==> src/rtl/core/encoder_ring_led_mask_assert.svh <==
// Assertion macros for the encoder ring LED mask block.
`ifndef ENCODER_RING_LED_MASK_ASSERT_SVH
`define ENCODER_RING_LED_MASK_ASSERT_SVH

`ifndef NO_ASSERTIONS

// Antecedent in one cycle implies consequent in the next; clocked on clk_i, off in reset.
`define ERLM_ASSERT_NEXT(label, ante, cons, msg) \
  label: assert property (@(posedge clk_i) disable iff (!rst_ni) (ante) |=> (cons)) \
    else $error(msg);

// Condition must never hold outside reset.
`define ERLM_ASSERT_NEVER(label, cond, msg) \
  label: assert property (@(posedge clk_i) disable iff (!rst_ni) !(cond)) \
    else $error(msg);

`else

`define ERLM_ASSERT_NEXT(label, ante, cons, msg)
`define ERLM_ASSERT_NEVER(label, cond, msg)

`endif

`endif

==> src/rtl/core/erlm_pkg.sv <==
// Package: display modes, scaling constants and mask helpers for the encoder ring.
package erlm_pkg;

  typedef enum logic [2:0] {
    ActFillUp   = 3'd0,
    ActPosition = 3'd1,
    ActBalance  = 3'd2,
    ActWidth    = 3'd3,
    ActFillDown = 3'd4,
    ActCount    = 3'd5,
    ActBit      = 3'd6,
    ActDbfs     = 3'd7
  } action_e;

  typedef logic [15:0] mask_t;

  // Reciprocal multipliers: floor(x/100) for x < 4681, floor(y/99) for y < 32768.
  localparam logic [10:0] Div100Mul   = 11'd1311;
  localparam logic [10:0] Div99Mul    = 11'd1324;
  localparam int unsigned RecipShift  = 17;

  localparam logic [3:0] LedLast   = 4'd12;
  localparam logic [3:0] LedCentre = 4'd6;
  localparam logic [3:0] FillMax   = 4'd13;

  // dBFS thresholds, tenths of a dB.
  localparam logic signed [11:0] DbFloor = -12'sd600;
  localparam logic signed [11:0] DbT12   = 12'sd100;
  localparam logic signed [11:0] DbT11   = 12'sd60;
  localparam logic signed [11:0] DbT10   = 12'sd30;
  localparam logic signed [11:0] DbT9    = 12'sd0;
  localparam logic signed [11:0] DbT8    = -12'sd30;
  localparam logic signed [11:0] DbT7    = -12'sd60;
  localparam logic signed [11:0] DbT6    = -12'sd90;
  localparam logic signed [11:0] DbT5    = -12'sd120;
  localparam logic signed [11:0] DbT4    = -12'sd180;
  localparam logic signed [11:0] DbT3    = -12'sd240;
  localparam logic signed [11:0] DbT2    = -12'sd300;
  localparam logic signed [11:0] DbT1    = -12'sd400;

  function automatic logic [5:0] div100(input logic [11:0] x);
    logic [22:0] p;
    p = 23'(x) * 23'(Div100Mul);
    return p[22:RecipShift];
  endfunction

  // floor(x/198) as floor(floor(x/2)/99)
  function automatic logic [4:0] div198(input logic [11:0] x);
    logic [21:0] p;
    p = 22'(x[11:1]) * 22'(Div99Mul);
    return p[21:RecipShift];
  endfunction

  function automatic mask_t low_bits(input logic [4:0] n);
    mask_t m;
    for (int i = 0; i < 16; i++) begin
      m[i] = (5'(i) < n);
    end
    return m;
  endfunction

  function automatic mask_t span(input logic [4:0] lo, input logic [4:0] hi);
    mask_t m;
    if (hi < lo) begin
      m = '0;
    end else begin
      m = low_bits(hi + 5'd1) & ~low_bits(lo);
    end
    return m;
  endfunction

endpackage

==> src/rtl/core/encoder_ring_led_mask.sv <==
// Top level: encoder ring LED mask generator with a registered result stage.
//
// Turns one ring request (display mode, percentage or count, dBFS level in
// tenths of a dB, single-LED flag, backlight) into the two data bytes for a
// 13-LED encoder ring. LED 0 is the counter-clockwise end, LED 6 the centre,
// LED 12 the clockwise end. ring_low_byte_o carries mask bits 0..7;
// ring_high_byte_o carries mask bits 8..14 in bits 0..6 and the backlight in
// bit 7. Every request gives exactly one result. The result is registered: a
// request accepted in a cycle is presented on the output in the next. One
// request per cycle is sustained; the single output register sets this, and
// in_ready_o only drops while that register holds a result the consumer has
// not yet taken. All scaling is exact integer arithmetic (constant-reciprocal
// multiplies), so there is no iteration and no state beyond the output stage.
module encoder_ring_led_mask (
  input  logic               clk_i,
  input  logic               rst_ni,
  input  logic               in_valid_i,
  output logic               in_ready_o,
  input  logic [2:0]         action_i,
  input  logic [7:0]         percent_i,
  input  logic signed [11:0] level_tenth_db_i,
  input  logic               only_position_i,
  input  logic               backlight_i,
  output logic               out_valid_o,
  input  logic               out_ready_i,
  output logic [7:0]         ring_low_byte_o,
  output logic [7:0]         ring_high_byte_o
);

`include "encoder_ring_led_mask_assert.svh"

  erlm_pkg::mask_t mask;
  logic            in_xfer;
  logic            valid_d, valid_q;
  logic [7:0]      low_d, low_q;
  logic [7:0]      high_d, high_q;

  // Mode decode and scaling: purely combinational.
  erlm_mapper u_mapper (
    .action_i         (action_i),
    .percent_i        (percent_i),
    .level_tenth_db_i (level_tenth_db_i),
    .only_position_i  (only_position_i),
    .mask_o           (mask)
  );

  // Take a new request whenever the output stage is empty or being emptied.
  assign in_ready_o = !valid_q || out_ready_i;
  assign in_xfer    = in_valid_i && in_ready_o;

  always_comb begin
    valid_d = valid_q;
    if (in_xfer) begin
      valid_d = 1'b1;
    end else if (out_ready_i) begin
      valid_d = 1'b0;
    end
  end

  // Mask bit 15 is never sent.
  assign low_d  = mask[7:0];
  assign high_d = {backlight_i, mask[14:8]};

  always_ff @(posedge clk_i or negedge rst_ni) begin
    if (!rst_ni) begin
      valid_q <= 1'b0;
    end else begin
      valid_q <= valid_d;
    end
  end

  // Payload: loaded on transfer only, no reset needed.
  always_ff @(posedge clk_i) begin
    if (in_xfer) begin
      low_q  <= low_d;
      high_q <= high_d;
    end
  end

  assign out_valid_o      = valid_q;
  assign ring_low_byte_o  = low_q;
  assign ring_high_byte_o = high_q;

  // Checks
  `ERLM_ASSERT_NEXT(a_xfer_gives_result, in_valid_i && in_ready_o, out_valid_o, "accepted request gave no result")
  `ERLM_ASSERT_NEXT(a_backlight_passes, in_valid_i && in_ready_o, ring_high_byte_o[7] == $past(backlight_i), "backlight bit lost")
  `ERLM_ASSERT_NEXT(a_drain_clears, out_valid_o && out_ready_i && !(in_valid_i && in_ready_o), !out_valid_o, "result repeated after transfer")
  `ERLM_ASSERT_NEVER(a_stall_blocks_input, out_valid_o && !out_ready_i && in_ready_o, "request taken over a waiting result")

endmodule

==> src/rtl/core/erlm_mapper.sv <==
// Combinational mapping from one ring request to the 16-bit LED mask.
module erlm_mapper (
  input  logic [2:0]         action_i,
  input  logic [7:0]         percent_i,
  input  logic signed [11:0] level_tenth_db_i,
  input  logic               only_position_i,
  output erlm_pkg::mask_t    mask_o
);

  logic [4:0]  fill_raw;
  logic [3:0]  fill_n;
  logic [5:0]  pos_raw;
  logic [3:0]  pos_n;
  logic [5:0]  bal_lo_raw;
  logic [4:0]  bal_lo_n;
  logic [5:0]  bal_hi_raw;
  logic [4:0]  bal_hi_n;
  logic [4:0]  wid_raw;
  logic [3:0]  wid_n;
  logic [3:0]  cnt_n;
  logic [3:0]  db_idx;
  logic [7:0]  pct_m50;
  logic [7:0]  pct_m1;

  assign pct_m50 = percent_i - 8'd50;
  assign pct_m1  = percent_i - 8'd1;

  assign fill_raw = percent_i[7:3];
  assign fill_n   = (fill_raw > 5'(erlm_pkg::FillMax)) ? erlm_pkg::FillMax : fill_raw[3:0];

  assign pos_raw = erlm_pkg::div100(12'(percent_i) * 12'd12 + 12'd50);
  assign pos_n   = (pos_raw > 6'(erlm_pkg::LedLast)) ? erlm_pkg::LedLast : pos_raw[3:0];

  // Balance: left half rounds percent*6.5/50, right half 1 + (percent-50)*6.5/50
  assign bal_lo_raw = erlm_pkg::div100(12'(percent_i) * 12'd13 + 12'd50);
  assign bal_lo_n   = (bal_lo_raw == 6'd0) ? 5'd1 :
                      (bal_lo_raw > 6'd7) ? 5'd7 : bal_lo_raw[4:0];
  assign bal_hi_raw = erlm_pkg::div100(12'd150 + 12'(pct_m50) * 12'd13);
  assign bal_hi_n   = (bal_hi_raw > 6'd7) ? 5'd7 : bal_hi_raw[4:0];

  assign wid_raw = erlm_pkg::div198(12'(pct_m1) * 12'd12 + 12'd99);
  assign wid_n   = (wid_raw > 5'd6) ? 4'd6 : wid_raw[3:0];

  assign cnt_n = (percent_i > 8'(erlm_pkg::FillMax)) ? erlm_pkg::FillMax : percent_i[3:0];

  always_comb begin
    if      (level_tenth_db_i >= erlm_pkg::DbT12) db_idx = 4'd12;
    else if (level_tenth_db_i >= erlm_pkg::DbT11) db_idx = 4'd11;
    else if (level_tenth_db_i >= erlm_pkg::DbT10) db_idx = 4'd10;
    else if (level_tenth_db_i >= erlm_pkg::DbT9)  db_idx = 4'd9;
    else if (level_tenth_db_i >= erlm_pkg::DbT8)  db_idx = 4'd8;
    else if (level_tenth_db_i >= erlm_pkg::DbT7)  db_idx = 4'd7;
    else if (level_tenth_db_i >= erlm_pkg::DbT6)  db_idx = 4'd6;
    else if (level_tenth_db_i >= erlm_pkg::DbT5)  db_idx = 4'd5;
    else if (level_tenth_db_i >= erlm_pkg::DbT4)  db_idx = 4'd4;
    else if (level_tenth_db_i >= erlm_pkg::DbT3)  db_idx = 4'd3;
    else if (level_tenth_db_i >= erlm_pkg::DbT2)  db_idx = 4'd2;
    else if (level_tenth_db_i >= erlm_pkg::DbT1)  db_idx = 4'd1;
    else                                          db_idx = 4'd0;
  end

  always_comb begin
    mask_o = '0;
    case (erlm_pkg::action_e'(action_i))
      erlm_pkg::ActFillUp: begin
        mask_o = erlm_pkg::low_bits(5'(fill_n));
      end
      erlm_pkg::ActFillDown: begin
        if (fill_n != 4'd0) begin
          mask_o = erlm_pkg::span(5'(erlm_pkg::FillMax - fill_n), 5'(erlm_pkg::LedLast));
        end
      end
      erlm_pkg::ActPosition: begin
        mask_o[pos_n] = 1'b1;
      end
      erlm_pkg::ActBalance: begin
        if (percent_i < 8'd50) begin
          mask_o = erlm_pkg::span(bal_lo_n, 5'(erlm_pkg::LedCentre));
        end else begin
          mask_o = erlm_pkg::span(5'(erlm_pkg::LedCentre), bal_hi_n + 5'd5);
        end
      end
      erlm_pkg::ActWidth: begin
        if (percent_i == 8'd0) begin
          mask_o[erlm_pkg::LedCentre] = 1'b1;
        end else if (percent_i == 8'd100) begin
          mask_o = erlm_pkg::low_bits(5'(erlm_pkg::FillMax));
        end else begin
          mask_o = erlm_pkg::span(5'(erlm_pkg::LedCentre - wid_n),
                                  5'(erlm_pkg::LedCentre + wid_n));
        end
      end
      erlm_pkg::ActCount: begin
        mask_o = erlm_pkg::low_bits(5'(cnt_n));
      end
      erlm_pkg::ActBit: begin
        if (percent_i inside {[8'd1:8'd15]}) begin
          mask_o[pct_m1[3:0]] = 1'b1;
        end
      end
      erlm_pkg::ActDbfs: begin
        if (level_tenth_db_i > erlm_pkg::DbFloor) begin
          if (only_position_i) begin
            mask_o[db_idx] = 1'b1;
          end else begin
            mask_o = erlm_pkg::low_bits(5'(db_idx) + 5'd1);
          end
        end
      end
      default: mask_o = '0;
    endcase
  end

endmodule
==> config.mk <==
export PLATFORM = sky130hd
export DESIGN_NAME = encoder_ring_led_mask
export DESIGN_NICKNAME = d
export VERILOG_FILES = /design/src/rtl/core/erlm_pkg.sv /design/src/rtl/core/encoder_ring_led_mask.sv /design/src/rtl/core/erlm_mapper.sv
export VERILOG_INCLUDE_DIRS = /design/src /design/src/rtl/core
export SDC_FILE = /design/constraint.sdc
export NUM_CORES = 1
export LEC_CHECK = 0
export BUFFER_PORTS_ARGS = -buffer_cell sky130_fd_sc_hd__buf_4
export CAP_MARGIN = 0
export CORE_ASPECT_RATIO = 1.5
export CORE_UTILIZATION = 67
export DETAILED_ROUTE_END_ITERATION = 8
export PLACE_DENSITY = 0.82
export SETUP_SLACK_MARGIN = 0.5
export SLEW_MARGIN = 20
export SYNTH_ARGS = -nofsm -noshare
export SYNTH_HDL_FRONTEND = slang
export SYNTH_SLANG_ARGS = --single-unit
==> constraint.sdc <==
create_clock -name clk_i -period 1.65 [get_ports clk_i]
set_clock_uncertainty 0.15 [all_clocks]
set_input_delay 0.165 -clock clk_i [delete_from_list [all_inputs] [get_ports clk_i]]
set_output_delay 0.165 -clock clk_i [all_outputs]
set_load 0.03 [all_outputs]
==> flow_summary.json, run 1 <==
{
  "synth_area_per_cell_sq_um": 8.499,
  "syn-num-nets": 2361,
  "haltStage": "global routing",
  "error_line": "[ERROR GRT-0116] Global routing finished with congestion. Check the congestion regions in the DRC Viewer.",
  "netlist_instances": 1778,
  "synth_commonest_cells": "ha_1, inv_1, fa_1",
  "numCtsBuffers": 3,
  "grt_pass1_wl_um": 143100,
  "grt_max_degree": 26,
  "place_area_sq_mm": 0.01972,
  "clockRootBuffer": "clkbuf_16",
  "grt_pass1_vias": 22980,
  "gr-total-overflow": 340,
  "ys_seq_area_share_pct": 3.345,
  "die_w_um": 124.6,
  "synth-main-ff-cell": "edfxtp_1",
  "yosysMostFrequentCell": "ha_1",
  "yosys-top-cells-area": "ha_1, fa_1, inv_1",
  "gp_congestion": 0.9861,
  "synth-edff-count": 16,
  "dpl.hpwl_um": 48740,
  "port_buffers": 46,
  "yosys.area.top_type": "ha_1",
  "cts_num_sinks": 17,
  "ios": 47,
  "start_util_pct": 69.05,
  "async_flop_share_pct": 5.882,
  "grtUsageTotal_pct": 79.57,
  "clk_path_buf_depth": 2,
  "netlist_area_sq_mm": 0.01511,
  "status": "aborted with a tool error",
  "htreeDepth": 1,
  "yosys_warnings": 0,
  "ys_seq_elements": 17,
  "rows": 66,
  "yosysUniqueCellTypes": 80,
  "die_y_um": 185.9,
  "synth_top_area_share_pct": 34.20
}
stage by stage:
step | setup TNS (ps) | setup WS (ps) | util [%] | cells | hold WS [ps]
4_1_cts | -102180 | -7062 | 94.35 | 2588 | 74.58
2_1_floorplan | -103560 | -7260 | - | 1778 | -280.6
3_5_place_dp | -112260 | -7718 | 90.10 | 2548 | -208.8
3_3_place_gp | -103070 | -7054 | 90.10 | 2548 | -209.9
routing by layer:
| metal | GRT overflow | global-route usage [%] |
|---|---|---|
| met5 | 0 | 20.04 |
| met4 | 114 | 89.93 |
| met3 | 9 | 60.51 |
| met2 | 212 | 101.5 |
| met1 | 5 | 74.59 |
cells by family after synthesis:
family / count (synthesis) / share of synthesized area [%]
fa+ha+maj: 554 / 52.88
other cells: 1 / 0.02482
simple gates: 326 / 10.72
buf+inv: 392 / 9.920
compound gates: 376 / 16.54
mux: 9 / 0.5962
xor+xnor: 103 / 5.970
flops: 17 / 3.345
timing repair:
action	4_1_cts
endpoints found under the hold margin	3
pin swaps	74
setup buffers	32
setup endpoints to repair	33
gates resized for setup	114
gates cloned	1
hold buffers	3
==> run 2, diff against run 1 <==
--- a/config.mk
+++ b/config.mk
@@ -8,11 +8,9 @@
 export LEC_CHECK = 0
 export BUFFER_PORTS_ARGS = -buffer_cell sky130_fd_sc_hd__buf_4
 export CAP_MARGIN = 0
-export CORE_ASPECT_RATIO = 1.5
-export CORE_UTILIZATION = 67
+export CORE_UTILIZATION = 40
 export DETAILED_ROUTE_END_ITERATION = 8
-export PLACE_DENSITY = 0.82
-export SETUP_SLACK_MARGIN = 0.5
+export PLACE_DENSITY_LB_ADDON = 0.15
 export SLEW_MARGIN = 20
 export SYNTH_ARGS = -nofsm -noshare
 export SYNTH_HDL_FRONTEND = slang
==> run 2 against run 1 <==
  * The flow now finishes, with violations (setup timing)
  * Synthesized area unchanged
  * Synthesized cell count unchanged
==> flow_summary.json, run 2 <==
{
  "setup_viol": 15,
  "violations": "setup timing",
  "grtUsageTotal_pct": 23.69,
  "rrSetupSlack_ps": 320,
  "dr.first_iter.drc_count": 616,
  "dieArea_sq_mm": 0.03856,
  "synth_area_per_cell_sq_um": 8.499,
  "gp_congestion": 0.9341,
  "antenna_found_initial": 1,
  "reg2reg_from": "out_valid_o$_DFFE_PN0P_",
  "drc": 0,
  "grt_max_degree": 31,
  "numCtsBuffers": 3,
  "worstSetupEndpoint": "ring_high_byte_o[0]$_DFFE_PP_",
  "dpl.hpwl_um": 38960,
  "diodes": 0,
  "async_flop_share_pct": 5.882,
  "finalMaxSlewViolations": 0,
  "final_cell_mix": "buf_4, ha_1, inv_1",
  "htreeDepth": 1,
  "clockRootBuffer": "clkbuf_16",
  "min_period_over_period_pct": 517.6,
  "drt-total-wl_um": 44690,
  "ios": 47,
  "synth-edff-count": 16,
  "clk_pin_slew_worst_paths_ps": 50,
  "synth-main-ff-cell": "edfxtp_1",
  "worst_slew_pin_slew_ps": 662.0,
  "yosys_warnings": 0,
  "design.core.area_sq_mm": 0.03687,
  "cp_max_fo": 7,
  "crit_arrival_ps": 8380,
  "port_buffers": 46,
  "areaGrowthSynthToFinish_pct": 42.63,
  "gr-total-overflow": 0,
  "ys_seq_area_share_pct": 3.345,
  "yosys.area.top_type": "ha_1",
  "reg2reg_to": "ring_high_byte_o[6]$_DFFE_PP_",
  "cpPeakStageDelay_ps": 490,
  "clk_path_buf_depth": 2,
  "critPathKind": "input pin to flip-flop",
  "fin_cells": 2865,
  "setup_ws_ps": -6890,
  "final.min_clock_period_ps": 8540,
  "vias": 14500,
  "netlist_instances": 1778,
  "ff_latch_area_sq_um": 505.5,
  "die_y_um": 196.4,
  "drv_cap": 0,
  "hold_viol_final": 0,
  "slew_headroom_pct": 55.53,
  "hp-class": "input pin to flip-flop",
  "ant_nets": 0,
  "netlist_area_sq_mm": 0.01511,
  "r2r_cells": 2,
  "endpoint_kind": "flip-flop",
  "drt-wirelength-per-cell_um": 15.60,
  "yosysUniqueCellTypes": 80,
  "n_fill_cell": 3332,
  "viasPerCell": 5.061,
  "synth_commonest_cells": "ha_1, inv_1, fa_1",
  "critPathLaunch": "percent_i[1]",
  "rows": 70,
  "multi_input_area_sq_mm": 0.01432,
  "crit_slowest_cell": "fa_1",
  "status": "complete, but fails checks",
  "synth_top_area_share_pct": 34.20,
  "syn-num-nets": 2361,
  "yosysMostFrequentCell": "ha_1",
  "insertion_delay_ps": 240,
  "fin_nets": 2945,
  "die_w_um": 196.4,
  "grt_pass1_vias": 15350,
  "crit_top_cell": "ha_4",
  "fmax_mhz": 117.1,
  "rsz0062_at_grt": "yes",
  "grt_pass1_wl_um": 74290,
  "place_inst": 2821,
  "pre_cts_slack_ps": -7572,
  "cts_num_sinks": 17,
  "mostFrequentLayoutCell": "buf_4",
  "cp-start-kind": "input pin",
  "drive_gt1_share_pct": 33.46,
  "yosys-top-cells-area": "ha_1, fa_1, inv_1",
  "required_ps": 1490,
  "cts_tree": "done",
  "ys_seq_elements": 17,
  "start_util_pct": 40.98,
  "first_pass_iters": 7
}
==> run 2: cell counts after synthesis <==
No cell type changed its count.
==> run 2: how the worst min path moves through the flow <==
stage                     start                      end  slack (ps)  depth (start not counted)
detailed placement       rst_ni  out_valid_o$_DFFE_PN0P_        -210                          1
CTS                 out_ready_i  out_valid_o$_DFFE_PN0P_          50                          3
floorplan                rst_ni  out_valid_o$_DFFE_PN0P_        -280                          0
global placement         rst_ni  out_valid_o$_DFFE_PN0P_        -210                          1
global route        out_ready_i  out_valid_o$_DFFE_PN0P_          80                          3
finish              out_ready_i  out_valid_o$_DFFE_PN0P_          50                          3
==> run 2: repair_timing <==
action | in CTS | in global routing
setup buffers | 25 | 13
hold buffers | 3 | 0
hold endpoints to repair | 3 | 0
endpoints found under the setup margin | 15 | 15
gates resized for setup | 99 | 61
pin swaps | 55 | 65
==> run 2: area by class of cell <==
| cell class | count | share of cell area, % |
|---|---|---|
| clock buffers | 3 | 0.3483 |
| well taps | 504 | 2.926 |
| clock inverters | 1 | 0.02322 |
| multi-input cells | 1369 | 66.44 |
| flip-flops and latches | 17 | 2.345 |
| inverters | 363 | 6.398 |
| repair buffers | 608 | 21.52 |
==> run 2: cells by family (layout without fill, tap and decap cells) <==
kind of cell	count (synthesis)	after routing	synth area share, %
flops	17	17	3.345
fa+ha+maj	554	554	52.88
mux	9	9	0.5962
simple gates	326	326	10.72
xor+xnor	103	103	5.970
compound gates	376	376	16.54
other cells	1	1	0.02482
buf+inv	392	975	9.920
==> run 2: metrics by stage <==
step	instance area (sq um)	setup TNS (ps)	hold WS (ps)	utilization (%)
final	21550	-99630	50.64	58.45
after global routing	21550	-105010	75.12	58.45
after CTS	21190	-99470	53.52	57.47
after detailed placement	20320	-110080	-208.9	55.11
after global placement	20320	-108210	-209.5	55.11
after floorplan	15580	-103560	-280.6	-
==> run 2: routing by layer <==
layer  GRT usage [%]  part of all wire (%)
met1           31.18                    46
met2           42.70                    48
met3           1.848                   3.4
met4           3.877                   1.7
met5               0                     0
==> run 2: critical path: cells and delay by family <==
kind | cells | cell delay [ps]
adders and majority gates | 12 | 4070
muxes | 1 | 100
AOI/OAI and AO/OA | 13 | 2340
xor gates and xnor gates | 2 | 300
and+or+nand+nor | 4 | 530
buffers and inverters | 9 | 870
Power of run 2 is left out: the tool's default activity adds up to more than one toggle a clock period on the data nets, which glitch-free logic cannot reach.
